### src/hw/rtl/skte_pkg.sv
// ----------------------------------------------------------------------------
// Sorted key table package
// Shared codes, enums and the command that the top level broadcasts to the
// row of table cells.
// ----------------------------------------------------------------------------
package skte_pkg;

   localparam int KeyWidth     = 16;
   localparam int PayloadWidth = 7;
   localparam int StatusWidth  = 3;
   localparam int OccWidth     = 5;

   // operation codes carried by an input item
   typedef enum logic [1:0] {
      OP_INSERT = 2'd0,
      OP_DELETE = 2'd1,
      OP_SEARCH = 2'd2,
      OP_POP    = 2'd3
   } opcode_type;

   // result status codes
   typedef enum logic [StatusWidth-1:0] {
      ST_OK       = 3'd0,
      ST_DUP      = 3'd1,
      ST_NOTFOUND = 3'd2,
      ST_EMPTY    = 3'd3,
      ST_FULL     = 3'd4
   } status_type;

   // what the row of cells does in the update cycle
   typedef enum logic [1:0] {
      ACT_NONE   = 2'd0,
      ACT_INSERT = 2'd1,
      ACT_REMOVE = 2'd2
   } action_type;

   // command broadcast to every cell
   typedef struct packed {
      logic                    cmp;      // latch compare flags this cycle
      logic                    first;    // select the smallest entry (pop)
      action_type              act;      // shift action this cycle
      logic [KeyWidth-1:0]     key;
      logic [PayloadWidth-1:0] payload;
   } cell_cmd_type;

endpackage

### src/hw/rtl/skte_if.sv
// ----------------------------------------------------------------------------
// Sorted key table channel interfaces
// Valid/ready channels for request items and response items.
// ----------------------------------------------------------------------------
interface skte_req_if;
   logic                              valid;
   logic                              ready;
   logic [1:0]                        opcode;
   logic [skte_pkg::KeyWidth-1:0]     key;
   logic [skte_pkg::PayloadWidth-1:0] payload;

   modport source (output valid, output opcode, output key, output payload,
                   input ready);
   modport sink   (input valid, input opcode, input key, input payload,
                   output ready);
endinterface

interface skte_rsp_if;
   logic                              valid;
   logic                              ready;
   logic [skte_pkg::StatusWidth-1:0]  status;
   logic [skte_pkg::KeyWidth-1:0]     found_key;
   logic [skte_pkg::PayloadWidth-1:0] found_payload;
   logic [skte_pkg::OccWidth-1:0]     occupancy;

   modport source (output valid, output status, output found_key,
                   output found_payload, output occupancy, input ready);
   modport sink   (input valid, input status, input found_key,
                   input found_payload, input occupancy, output ready);
endinterface

### src/hw/rtl/skte_cell.sv
// ----------------------------------------------------------------------------
// Sorted key table cell
// Holds one table entry, compares it against the broadcast key and shifts
// entries to or from its neighbors on insert and remove.
// ----------------------------------------------------------------------------
module skte_cell #(
   parameter int IDX = 0,
   parameter int CW  = 5
) (
   input  logic                              clock,
   input  skte_pkg::cell_cmd_type            cmd,
   input  logic [CW-1:0]                     count,
   input  logic [skte_pkg::KeyWidth-1:0]     left_key,
   input  logic [skte_pkg::PayloadWidth-1:0] left_payload,
   input  logic                              left_lt,
   input  logic [skte_pkg::KeyWidth-1:0]     right_key,
   input  logic [skte_pkg::PayloadWidth-1:0] right_payload,
   output logic [skte_pkg::KeyWidth-1:0]     key,
   output logic [skte_pkg::PayloadWidth-1:0] payload,
   output logic                              lt,
   output logic                              sel,
   output logic [skte_pkg::KeyWidth-1:0]     sel_key,
   output logic [skte_pkg::PayloadWidth-1:0] sel_payload
);

   logic [skte_pkg::KeyWidth-1:0]     key_ff, key_in;
   logic [skte_pkg::PayloadWidth-1:0] payload_ff, payload_in;
   logic                              lt_ff, lt_in;
   logic                              eq_ff, eq_in;
   logic                              occ;

   // this slot holds a live entry
   assign occ = (count > CW'(IDX));

   // compare flags, latched in the compare cycle
   always_comb begin
      lt_in = lt_ff;
      eq_in = eq_ff;
      if (cmd.cmp) begin
         lt_in = occ && !cmd.first && (key_ff < cmd.key);
         eq_in = occ && (cmd.first || (key_ff == cmd.key));
      end
   end

   // entry update: entries below the split point stay put
   always_comb begin
      key_in     = key_ff;
      payload_in = payload_ff;
      case (cmd.act)
         skte_pkg::ACT_INSERT: begin
            if (!lt_ff) begin
               if (left_lt) begin
                  key_in     = cmd.key;
                  payload_in = cmd.payload;
               end else begin
                  key_in     = left_key;
                  payload_in = left_payload;
               end
            end
         end
         skte_pkg::ACT_REMOVE: begin
            if (!lt_ff) begin
               key_in     = right_key;
               payload_in = right_payload;
            end
         end
         default: begin
         end
      endcase
   end

   always_ff @(posedge clock) begin
      key_ff     <= key_in;
      payload_ff <= payload_in;
      lt_ff      <= lt_in;
      eq_ff      <= eq_in;
   end

   // the cell at the split point is the matching entry when eq is set
   assign sel         = !lt_ff && left_lt && eq_ff;
   assign sel_key     = sel ? key_ff : '0;
   assign sel_payload = sel ? payload_ff : '0;
   assign key         = key_ff;
   assign payload     = payload_ff;
   assign lt          = lt_ff;

endmodule

### src/hw/rtl/sorted_key_table_engine_unit.sv
// ----------------------------------------------------------------------------
// Sorted key table engine
// Keeps up to CAPACITY unique keys with payloads in ascending order in a row
// of cells; supports insert, delete, search and pop of the smallest key.
// ----------------------------------------------------------------------------
//  Channel   Dir  Type         Item content
//  req_ch    in   valid/ready  opcode, key, payload
//  rsp_ch    out  valid/ready  status, found_key, found_payload, occupancy
//
//  In the accept cycle every cell compares its key with the request key at
//  once; in the execute state, when the response register is free, the top
//  level resolves the hit; on a change the entries from the split point up shift.
//  Reset clears the entry count, the sequencer and the response register;
//  cell contents are undefined until written and are never read before.
//  A new item is accepted while a response waits; its update cycle holds
//  until the pending response has been taken.
// ----------------------------------------------------------------------------
module sorted_key_table_engine_unit #(
   parameter int CAPACITY = 16
) (
   input  logic        clock,
   input  logic        reset,
   skte_req_if.sink    req_ch,
   skte_rsp_if.source  rsp_ch
);

   localparam int CW = $clog2(CAPACITY + 1);

   typedef enum logic {
      S_IDLE = 1'b0,
      S_EXEC = 1'b1
   } state_type;

   state_type state_ff, state_in;

   logic [CW-1:0]                     count_ff, count_in;
   logic [1:0]                        op_ff, op_in;
   logic [skte_pkg::KeyWidth-1:0]     key_ff, key_in;
   logic [skte_pkg::PayloadWidth-1:0] pay_ff, pay_in;

   logic                                   rsp_valid_ff, rsp_valid_in;
   logic [skte_pkg::StatusWidth-1:0]       rsp_status_ff, rsp_status_in;
   logic [skte_pkg::KeyWidth-1:0]          rsp_key_ff, rsp_key_in;
   logic [skte_pkg::PayloadWidth-1:0]      rsp_pay_ff, rsp_pay_in;
   logic [skte_pkg::OccWidth-1:0]          rsp_occ_ff, rsp_occ_in;

   skte_pkg::cell_cmd_type cmd;

   logic [skte_pkg::KeyWidth-1:0]     cell_key   [CAPACITY];
   logic [skte_pkg::PayloadWidth-1:0] cell_pay   [CAPACITY];
   logic                              cell_lt    [CAPACITY];
   logic                              cell_sel   [CAPACITY];
   logic [skte_pkg::KeyWidth-1:0]     cell_skey  [CAPACITY];
   logic [skte_pkg::PayloadWidth-1:0] cell_spay  [CAPACITY];

   logic                              hit;
   logic [skte_pkg::KeyWidth-1:0]     hit_key;
   logic [skte_pkg::PayloadWidth-1:0] hit_pay;
   logic                              accept;
   logic                              out_free;
   logic                              full;
   logic                              empty;

   assign req_ch.ready = (state_ff == S_IDLE);
   assign accept       = req_ch.valid && req_ch.ready;
   assign out_free     = !rsp_valid_ff || rsp_ch.ready;
   assign full         = (count_ff == CW'(CAPACITY));
   assign empty        = (count_ff == '0);

   // row of cells
   for (genvar i = 0; i < CAPACITY; i++) begin : g_cell
      logic [skte_pkg::KeyWidth-1:0]     lkey, rkey;
      logic [skte_pkg::PayloadWidth-1:0] lpay, rpay;
      logic                              llt;

      if (i == 0) begin : g_first
         assign lkey = '0;
         assign lpay = '0;
         assign llt  = 1'b1;
      end else begin : g_mid
         assign lkey = cell_key[i-1];
         assign lpay = cell_pay[i-1];
         assign llt  = cell_lt[i-1];
      end

      if (i == CAPACITY - 1) begin : g_last
         assign rkey = cell_key[i];
         assign rpay = cell_pay[i];
      end else begin : g_inner
         assign rkey = cell_key[i+1];
         assign rpay = cell_pay[i+1];
      end

      skte_cell #(
         .IDX (i),
         .CW  (CW)
      ) u_cell (
         .clock         (clock),
         .cmd           (cmd),
         .count         (count_ff),
         .left_key      (lkey),
         .left_payload  (lpay),
         .left_lt       (llt),
         .right_key     (rkey),
         .right_payload (rpay),
         .key           (cell_key[i]),
         .payload       (cell_pay[i]),
         .lt            (cell_lt[i]),
         .sel           (cell_sel[i]),
         .sel_key       (cell_skey[i]),
         .sel_payload   (cell_spay[i])
      );
   end

   // at most one cell flags a hit, so the selected fields OR together
   always_comb begin
      hit     = 1'b0;
      hit_key = '0;
      hit_pay = '0;
      for (int i = 0; i < CAPACITY; i++) begin
         hit     = hit | cell_sel[i];
         hit_key = hit_key | cell_skey[i];
         hit_pay = hit_pay | cell_spay[i];
      end
   end

   // sequencer, cell command and response
   always_comb begin
      state_in      = state_ff;
      count_in      = count_ff;
      op_in         = op_ff;
      key_in        = key_ff;
      pay_in        = pay_ff;
      rsp_valid_in  = rsp_valid_ff && !rsp_ch.ready;
      rsp_status_in = rsp_status_ff;
      rsp_key_in    = rsp_key_ff;
      rsp_pay_in    = rsp_pay_ff;
      rsp_occ_in    = rsp_occ_ff;

      cmd.cmp     = 1'b0;
      cmd.first   = (req_ch.opcode == skte_pkg::OP_POP);
      cmd.act     = skte_pkg::ACT_NONE;
      cmd.key     = req_ch.key;
      cmd.payload = req_ch.payload;

      case (state_ff)
         S_IDLE: begin
            if (accept) begin
               cmd.cmp  = 1'b1;
               op_in    = req_ch.opcode;
               key_in   = req_ch.key;
               pay_in   = req_ch.payload;
               state_in = S_EXEC;
            end
         end
         S_EXEC: begin
            cmd.key     = key_ff;
            cmd.payload = pay_ff;
            cmd.first   = (op_ff == skte_pkg::OP_POP);
            if (out_free) begin
               state_in      = S_IDLE;
               rsp_valid_in  = 1'b1;
               rsp_status_in = skte_pkg::ST_OK;
               rsp_key_in    = key_ff;
               rsp_pay_in    = '0;
               case (op_ff)
                  skte_pkg::OP_INSERT: begin
                     if (hit) begin
                        rsp_status_in = skte_pkg::ST_DUP;
                     end else if (full) begin
                        rsp_status_in = skte_pkg::ST_FULL;
                     end else begin
                        cmd.act  = skte_pkg::ACT_INSERT;
                        count_in = count_ff + 1'b1;
                     end
                  end
                  skte_pkg::OP_DELETE, skte_pkg::OP_SEARCH: begin
                     if (empty) begin
                        rsp_status_in = skte_pkg::ST_EMPTY;
                     end else if (!hit) begin
                        rsp_status_in = skte_pkg::ST_NOTFOUND;
                     end else begin
                        rsp_pay_in = hit_pay;
                        if (op_ff == skte_pkg::OP_DELETE) begin
                           cmd.act  = skte_pkg::ACT_REMOVE;
                           count_in = count_ff - 1'b1;
                        end
                     end
                  end
                  default: begin
                     if (empty) begin
                        rsp_status_in = skte_pkg::ST_EMPTY;
                        rsp_key_in    = '0;
                     end else begin
                        rsp_key_in = hit_key;
                        rsp_pay_in = hit_pay;
                        cmd.act    = skte_pkg::ACT_REMOVE;
                        count_in   = count_ff - 1'b1;
                     end
                  end
               endcase
               rsp_occ_in = skte_pkg::OccWidth'(count_in);
            end
         end
         default: begin
            state_in = S_IDLE;
         end
      endcase
   end

   // control state
   always_ff @(posedge clock) begin
      if (reset) begin
         state_ff     <= S_IDLE;
         count_ff     <= '0;
         rsp_valid_ff <= 1'b0;
      end else begin
         state_ff     <= state_in;
         count_ff     <= count_in;
         rsp_valid_ff <= rsp_valid_in;
      end
   end

   // item and response payload
   always_ff @(posedge clock) begin
      op_ff         <= op_in;
      key_ff        <= key_in;
      pay_ff        <= pay_in;
      rsp_status_ff <= rsp_status_in;
      rsp_key_ff    <= rsp_key_in;
      rsp_pay_ff    <= rsp_pay_in;
      rsp_occ_ff    <= rsp_occ_in;
   end

   assign rsp_ch.valid         = rsp_valid_ff;
   assign rsp_ch.status        = rsp_status_ff;
   assign rsp_ch.found_key     = rsp_key_ff;
   assign rsp_ch.found_payload = rsp_pay_ff;
   assign rsp_ch.occupancy     = rsp_occ_ff;

endmodule
### src/flat_wrapper.sv
// flat-port wrapper written by rule: the top's interface ports become plain ports
module sorted_key_table_engine_unit_flat 
#(
   parameter int CAPACITY = 16
)
  (clock, reset, req_ch_valid, req_ch_opcode, req_ch_key, req_ch_payload, req_ch_ready, rsp_ch_valid, rsp_ch_status, rsp_ch_found_key, rsp_ch_found_payload, rsp_ch_occupancy, rsp_ch_ready);
  skte_req_if req_ch_i ();
  skte_rsp_if rsp_ch_i ();
  input  logic clock;
  input  logic reset;
  input wire logic [$bits(req_ch_i.valid)-1:0] req_ch_valid;
  input wire logic [$bits(req_ch_i.opcode)-1:0] req_ch_opcode;
  input wire logic [$bits(req_ch_i.key)-1:0] req_ch_key;
  input wire logic [$bits(req_ch_i.payload)-1:0] req_ch_payload;
  output wire logic [$bits(req_ch_i.ready)-1:0] req_ch_ready;
  output wire logic [$bits(rsp_ch_i.valid)-1:0] rsp_ch_valid;
  output wire logic [$bits(rsp_ch_i.status)-1:0] rsp_ch_status;
  output wire logic [$bits(rsp_ch_i.found_key)-1:0] rsp_ch_found_key;
  output wire logic [$bits(rsp_ch_i.found_payload)-1:0] rsp_ch_found_payload;
  output wire logic [$bits(rsp_ch_i.occupancy)-1:0] rsp_ch_occupancy;
  input wire logic [$bits(rsp_ch_i.ready)-1:0] rsp_ch_ready;
  assign req_ch_i.valid = req_ch_valid;
  assign req_ch_i.opcode = req_ch_opcode;
  assign req_ch_i.key = req_ch_key;
  assign req_ch_i.payload = req_ch_payload;
  assign req_ch_ready = req_ch_i.ready;
  assign rsp_ch_valid = rsp_ch_i.valid;
  assign rsp_ch_status = rsp_ch_i.status;
  assign rsp_ch_found_key = rsp_ch_i.found_key;
  assign rsp_ch_found_payload = rsp_ch_i.found_payload;
  assign rsp_ch_occupancy = rsp_ch_i.occupancy;
  assign rsp_ch_i.ready = rsp_ch_ready;
  sorted_key_table_engine_unit #(.CAPACITY(CAPACITY)) u_core (.clock(clock), .reset(reset), .req_ch(req_ch_i), .rsp_ch(rsp_ch_i));
endmodule
### config.mk
export PLATFORM = sky130hd
export DESIGN_NAME = sorted_key_table_engine_unit_flat
export DESIGN_NICKNAME = d
export VERILOG_FILES = /design/src/hw/rtl/skte_pkg.sv /design/src/hw/rtl/skte_if.sv /design/src/hw/rtl/skte_cell.sv /design/src/hw/rtl/sorted_key_table_engine_unit.sv /design/src/flat_wrapper.sv
export SDC_FILE = /design/constraint.sdc
export NUM_CORES = 2
export LEC_CHECK = 0
export ABC_AREA = 0
export BUFFER_PORTS_ARGS = -buffer_cell sky130_fd_sc_hd__buf_2
export CAP_MARGIN = 20
export CORE_MARGIN = 1
export CORE_UTILIZATION = 35
export DETAILED_ROUTE_END_ITERATION = 10
export PLACE_DENSITY_LB_ADDON = 0.12
export SETUP_SLACK_MARGIN = 0.4
export SLEW_MARGIN = 25
export SYNTH_ARGS = -nofsm -noshare
export SYNTH_HDL_FRONTEND = slang
export SYNTH_SLANG_ARGS = --single-unit
### constraint.sdc
create_clock -name clock -period 7.14 [get_ports clock]
set_input_delay 0.357 -clock clock [delete_from_list [all_inputs] [get_ports clock]]
set_output_delay 0.357 -clock clock [all_outputs]
set_load 0.01 [all_outputs]
* Yosys cells after proc, flatten, opt, wreduce, memory -nomap -nowiden
Cells that the tools add are included.
W data, S select, Z words.
** Cells by class
- Add/sub/neg operators :: 2
- Magnitude comparators :: 32
- Eq/ne operators :: 53
- Multiplexer cells :: 186
- Bitwise gates (word level) :: 47
- Reductions and logical operators :: 140
** Operators by type and width (count)
- $mux W16 :: 63
- $pmux W16 S2 :: 15
- $mux W7 :: 64
- $eq A16 B16 Y1 :: 16
- $lt A16 B16 Y1 :: 16
- $or A16 B16 Y16 :: 15
- $pmux W7 S2 :: 16
- $or A7 B7 Y7 :: 15
- $logic_and A1 B1 Y1 :: 81
- $ne A2 B2 Y1 const B :: 30
- $reduce_and A3 Y1 :: 15
- $gt A5 B4 Y1 const B :: 8
- $mux W5 :: 6
- $mux W26 :: 1
- $gt A5 B3 Y1 const B :: 4
- $logic_not A1 Y1 :: 19
- $logic_or A1 B1 Y1 :: 17
- $mux W2 :: 8
- $or A1 B1 Y1 :: 15
- $gt A5 B1 Y1 const B :: 2
- $gt A5 B2 Y1 const B :: 2
- $pmux W5 S2 :: 1
- $mux W3 :: 3
- $eq A2 B2 Y1 const B :: 4
- 15 further kinds :: 24
** Word-level totals
- Flip-flop bits (word level) :: 463
- Input port bits :: 29
- Output and inout bits :: 33

* Logic depth before layout (Yosys ltp)
- Depth in word-level cells :: 26
- Depth in mapped cells :: 15
- Mapped depth without buffers :: 11

* Hierarchy
A second synthesis with hierarchy kept.
** Second synthesis, totals
- Cells, all modules :: 3398
- Area total of the unflattened synthesis :: 33231.9 um2
** By module, submodules not included
- sorted_key_table_engine_unit :: instances 1, cells each 378, area an instance 3801.1 um2, sequential area each 1821.7 um2
- skte_cell (u_core.g_cell[14].u_cell ...) :: instances 2, cells each 188, area an instance 1838.0 um2, sequential area each 750.7 um2
- skte_cell (u_core.g_cell[15].u_cell) :: instances 1, cells each 187, area an instance 1868.0 um2, sequential area each 750.7 um2
- skte_cell (u_core.g_cell[13].u_cell) :: instances 1, cells each 187, area an instance 1863.0 um2, sequential area each 750.7 um2
- skte_cell (u_core.g_cell[1].u_cell) :: instances 1, cells each 188, area an instance 1858.0 um2, sequential area each 750.7 um2
- skte_cell (u_core.g_cell[4].u_cell) :: instances 1, cells each 191, area an instance 1850.5 um2, sequential area each 750.7 um2
- skte_cell (u_core.g_cell[2].u_cell) :: instances 1, cells each 188, area an instance 1845.5 um2, sequential area each 750.7 um2
- skte_cell (u_core.g_cell[9].u_cell) :: instances 1, cells each 189, area an instance 1843.0 um2, sequential area each 750.7 um2
- skte_cell (u_core.g_cell[12].u_cell) :: instances 1, cells each 189, area an instance 1841.8 um2, sequential area each 750.7 um2
- skte_cell (u_core.g_cell[10].u_cell) :: instances 1, cells each 191, area an instance 1839.3 um2, sequential area each 750.7 um2
- skte_cell (u_core.g_cell[8].u_cell) :: instances 1, cells each 189, area an instance 1834.3 um2, sequential area each 750.7 um2
- skte_cell (u_core.g_cell[0].u_cell) :: instances 1, cells each 189, area an instance 1833.0 um2, sequential area each 750.7 um2
- skte_cell (u_core.g_cell[5].u_cell) :: instances 1, cells each 188, area an instance 1833.0 um2, sequential area each 750.7 um2
- skte_cell (u_core.g_cell[3].u_cell) :: instances 1, cells each 188, area an instance 1820.5 um2, sequential area each 750.7 um2
- +2 rows

* Worst setup path after synthesis
OpenSTA, ideal clock, no wires.
- Path kind :: reg-to-reg
- Start :: register u_core.state_ff
- End :: register u_core.g_cell[14].u_cell.key_ff (netlist bit u_core.g_cell[14].u_cell.key[0]) (enable)
- Library setup time :: 0.411 ns
- Arrival :: 4.744 ns
- Required time :: 6.729 ns
- Slack :: 1.985 ns
- Cell stages (with the launch flop) :: 14
- Buffers on the path :: 6
- Clock period less this slack :: 5.155 ns
- Cells stage by stage :: dfxtp_1 clkbuf_1 clkbuf_1 nand2_1 inv_1 buf_1 nand2_1 inv_1 ha_1 clkbuf_1 clkbuf_1 clkbuf_1 nor2_1 a21oi_1
** Between the ends
- Word-level cells in the longest chain between the ends :: 4
** RTL lines
- start, declared :: line sorted_key_table_engine_unit.sv:34 : state_type state_ff, state_in;
- start signal, assigned :: line sorted_key_table_engine_unit.sv:218 : state_ff <= state_in;
- $mux W26 * :: line sorted_key_table_engine_unit.sv:146 : case (state_ff)
- $eq A2 B1 Y1 or $eq A2 B2 Y1 (tied branches) :: line skte_cell.sv:49 : case (cmd.act)
- $ne A2 B2 Y1 (no source line) or $reduce_bool A2 Y1 (tied branches)
- $reduce_and A3 Y1 (no source line) *
- end signal, assigned :: line skte_cell.sv:73 : key_ff <= key_in;
- end, declared :: line skte_cell.sv:26 : logic [skte_pkg::KeyWidth-1:0] key_ff, key_in;
Every way passes the cells marked *; elsewhere a longest branch is shown, timed or not.
A chain may end at the register's enable or synchronous reset.

* Worst setup path after layout
- Start :: register u_core.g_cell[2].u_cell.lt_ff
- End :: register u_core.g_cell[5].u_cell.key_ff (netlist bit u_core.g_cell[5].u_cell.key[1]) (enable)
** Between the ends
- Word-level cells in the longest chain between the ends :: 25
** RTL lines
- start, declared :: line skte_cell.sv:28 : logic lt_ff, lt_in;
- start signal, assigned :: line skte_cell.sv:75 : lt_ff <= lt_in;
- $logic_not A1 Y1 :: line skte_cell.sv:80 : assign sel = !lt_ff && left_lt && eq_ff;
- $logic_and A1 B1 Y1 (2 in series) :: line skte_cell.sv:80
- $or A1 B1 Y1 :: line sorted_key_table_engine_unit.sv:121 : hit = hit | cell_sel[i];
- $or A1 B1 Y1 * (13 in series) :: line sorted_key_table_engine_unit.sv:121
- $mux W2 :: line sorted_key_table_engine_unit.sv:180 : end else if (!hit) begin
- $mux W2 :: line sorted_key_table_engine_unit.sv:178 : if (empty) begin
- $pmux W2 S2 * :: line sorted_key_table_engine_unit.sv:166 : case (op_ff)
- $mux W2 * :: line sorted_key_table_engine_unit.sv:160 : if (out_free) begin
- $mux W26 * :: line sorted_key_table_engine_unit.sv:146
- $eq A2 B1 Y1 or $eq A2 B2 Y1 (tied branches) :: line skte_cell.sv:49
- $ne A2 B2 Y1 (no source line) or $reduce_bool A2 Y1 (tied branches)
- $reduce_and A3 Y1 (no source line) *
- end signal, assigned :: line skte_cell.sv:73
- end, declared :: line skte_cell.sv:26
Marked as above.

==> impl_metrics.py <==
metrics = {
    "logic_synthesis": {
        "ys_types": 49,
        "avgSynthCellArea_sq_um": 9.24,
        "synth-edff-count": 456,
        "yosys_warnings": 0,
        "yosysTopAreaCell": "edfxtp_1",
        "synth_area_sq_mm": 0.0299,
        "ys_top_cells_by_area": "edfxtp_1 46%, o21ai_0 12%, ha_1 11%, nand2_1 8.4%, clkbuf_1 2.9%",
        "synth-main-ff-cell": "edfxtp_1",
        "yosys.area.top_type_share_pct": 45.8,
        "synth.net_count": 3534,
        "syn_inst": 3237,
        "synthArstFlopShare_pct": 0,
        "yosysSeqAreaShare_pct": 46.2,
        "synth-seq-cells": 463,
    },
    "critical_path": {
        "crit_arrival_ps": 5940,
        "critical_path_class": "reg2reg",
        "reg2reg_to": "u_core.g_cell[5].u_cell.key[1]",
        "r2r-start": "u_core.g_cell[2].u_cell.lt",
        "endpoint_kind": "flip-flop",
        "reg2reg_setup_slack_ps": 1520,
        "crit_fanout": 20,
        "timing.reg2reg.worst_path_depth": 10,
        "startpoint_type": "flip-flop",
        "crit_required_ps": 7460,
    },
    "clock_tree": {
        "cts_buffers": 56,
        "worstSkewPairLatency_ps": 640,
        "path_clk_slew_ps": 60,
        "clock_sinks": 463,
        "cts_resized": 0,
        "cts_root_buf": "clkbuf_16",
        "cts_tree": "yes",
        "clock_path_buffers": 3,
        "htreeDepth": 2,
    },
    "global_route": {
        "grt_max_degree": 246,
        "gr-usage-met1_pct": 39.3,
        "use_met2_pct": 45.5,
        "grt_pass1_wl_microns": 183000,
        "grt_overflow": 0,
        "met3_usage_pct": 5.16,
        "antenna_found_initial": 5,
        "grt-busiest-layer": "met2",
        "grt_pass1_vias": 25200,
        "grtUsageTotal_pct": 29.3,
    },
    "final_layout": {
        "diodes": 0,
        "final_nets": 3519,
        "fin_area_sq_mm": 0.0338,
        "drive_gt1_share_pct": 8.37,
        "fillers": 8254,
        "syn_to_final_growth_pct": 13.1,
        "final_util_pct": 40.2,
        "final_common_cell": "o21ai_0",
        "final_cell_mix": "715 x o21ai_0, 668 x nand2_1, 456 x edfxtp_1",
    },
    "placement": {
        "place_area_sq_mm": 0.0318,
        "place_hpwl_microns": 88300,
        "pre_cts_ws_ps": 1590,
        "gp_congestion": 0.924,
        "io_buffers": 61,
    },
    "power": {
        "p_leak_nw": 11.6,
        "finalPower_mw": 7.24,
        "powerDensity_mw_per_mm2": 214,
        "peakVddDrop_mv": 0.178,
    },
    "timing": {
        "relSlewSlack_pct": 30.0,
        "timing.final.crit_share_pct": 78.7,
        "fmax_ghz": 0.178,
        "min_period_ps": 5620,
        "max_slew.worst_pin.slew_ps": 1050,
        "final_max_slew_viol_count": 0,
        "rsz0062_at_grt": "false",
        "hold_viol": 0,
        "layout_setup_ws_ps": 1520,
        "fin_worst_skew_ps": 23.6,
        "setup_viol": 0,
        "tns_ps": 0,
    },
    "drt": {
        "drt-total-wl_microns": 129000,
        "dr.first_iter.drc_count": 3269,
        "first_pass_iters": 6,
        "wl_per_cell_microns": 29.4,
        "ant_nets": 0,
        "vias_per_cell": 6.08,
        "drc": 0,
        "vias": 26700,
    },
    "floorplanning": {
        "rows": 106,
        "core_area_sq_mm": 0.0841,
        "die_h_microns": 294,
        "ioPinCount": 62,
        "die_w_microns": 294,
        "initial_core_util_pct": 35.6,
        "dieArea_sq_mm": 0.0867,
    },
    "worst_hold_path": {
        "min-delay-start": "rsp_ch_ready",
        "hp-class": "in2reg",
        "min_to": "u_core.rsp_ch.valid",
        "whs_path_depth": 3,
    },
    "run_status": {
        "outcome": "finished, final reports clean",
    },
    "job": {
        "drv_cap": 0,
    },
}
## how the worst max path moves through the flow
stage	depth (start not counted)	endpoint	slack, ps	startpoint
floorplan	13	u_core.g_cell[14].u_cell.key[0]	1990	u_core.state_ff
global placement	9	u_core.g_cell[0].u_cell.payload[0]	1270	u_core.g_cell[2].u_cell.lt
detailed placement	10	u_core.g_cell[5].u_cell.payload[6]	1590	u_core.g_cell[2].u_cell.lt
CTS	10	u_core.g_cell[5].u_cell.key[1]	1540	u_core.g_cell[2].u_cell.lt
global route	10	u_core.g_cell[5].u_cell.key[1]	1300	u_core.g_cell[2].u_cell.lt
finish	10	u_core.g_cell[5].u_cell.key[1]	1520	u_core.g_cell[2].u_cell.lt
## final cells by class
type                            count  area [sq um]  share of cell area, %
Multi-Input combinational cell   2459         15300                   45.3
Sequential cell                   463         13800                   40.9
Clock buffer                       66          1440                   4.25
Tap cell                         1134          1420                   4.19
Timing Repair Buffer              174          1310                   3.88
Clock inverter                     31           255                  0.754
Inverter                           68           255                  0.754
## metrics by stage
| stage | hold WS (ps) | std cells |
|---|---|---|
| floorplan | 456 | 3237 |
| global placement | 503 | 4269 |
| detailed placement | 516 | 4269 |
| CTS | 22.5 | 4392 |
| global route | 49.6 | 4395 |
| finish | 45.9 | 4395 |
## power by group
group	internal, mW	switching, mW
Sequential	3.11	0.100
Clock	1.57	1.23
Combinational	0.403	0.835
Total	5.08	2.16
## worst max-delay path: stages, from the launching register on
cell	delay, ps
edfxtp_1	750
buf_4	300
and3b_1	380
or4_1	640
nor4_2	670
nand2_1	140
or3_1	420
ha_4	210
or2_2	610
a21oi_4	790
buf_4	330
## Yosys cell counts, types with 6 or more instances
library cell,number
a22o_1,68
nor2_1,92
a31oi_1,18
nand2b_1,14
o211ai_1,19
a21o_1,21
nand2_1,668
ha_1,268
nor2b_1,38
and4_1,6
edfxtp_1,456
nor3_1,11
a22oi_1,49
o21a_1,44
mux2i_1,47
a2111oi_0,18
o21ai_0,716
a221oi_1,69
a21oi_1,115
dfxtp_1,7
o21bai_1,6
nand3_1,45
clkbuf_1,232
buf_1,12
and3b_1,15
or3_1,6
inv_1,67
nand4_1,63
## timing repair
item | 4_1_cts | 5_1_grt
hold endpoints to repair | 26 | 0
buffers inserted | 0 | 0
setup endpoints to repair | 0 | 0
hold buffers | 26 | 0
## kinds of logic after synthesis
| kind of cell | count (synthesis) | share of synthesized area (%) |
|---|---|---|
| AOI/OAI and AO/OA | 1161 | 22.8 |
| adders and majority gates | 268 | 11.2 |
| buffers and inverters | 315 | 3.98 |
| DFF | 463 | 46.2 |
| muxes | 49 | 1.65 |
| and+or+nand+nor | 981 | 14.2 |
## registers in the layout (all words and copies together) (netlist names), 7 cells and up
name	flops
u_core.g_cell.u_cell.key	256
u_core.g_cell.u_cell.payload	112
u_core.key_ff	16
u_core.rsp_ch.found_payload	7
u_core.g_cell.u_cell.eq_ff	16
u_core.g_cell.u_cell.lt	16
u_core.pay_ff	7
u_core.rsp_ch.found_key	16
## per-layer routing
metal	vias to the layer above	part of all wire, %
met2	1420	44
met1	13000	42
met3	277	8.6
met5	-	0.020
li1	12000	-
met4	4	5.5
No activity file was read; power rests on OpenSTA's default activity.
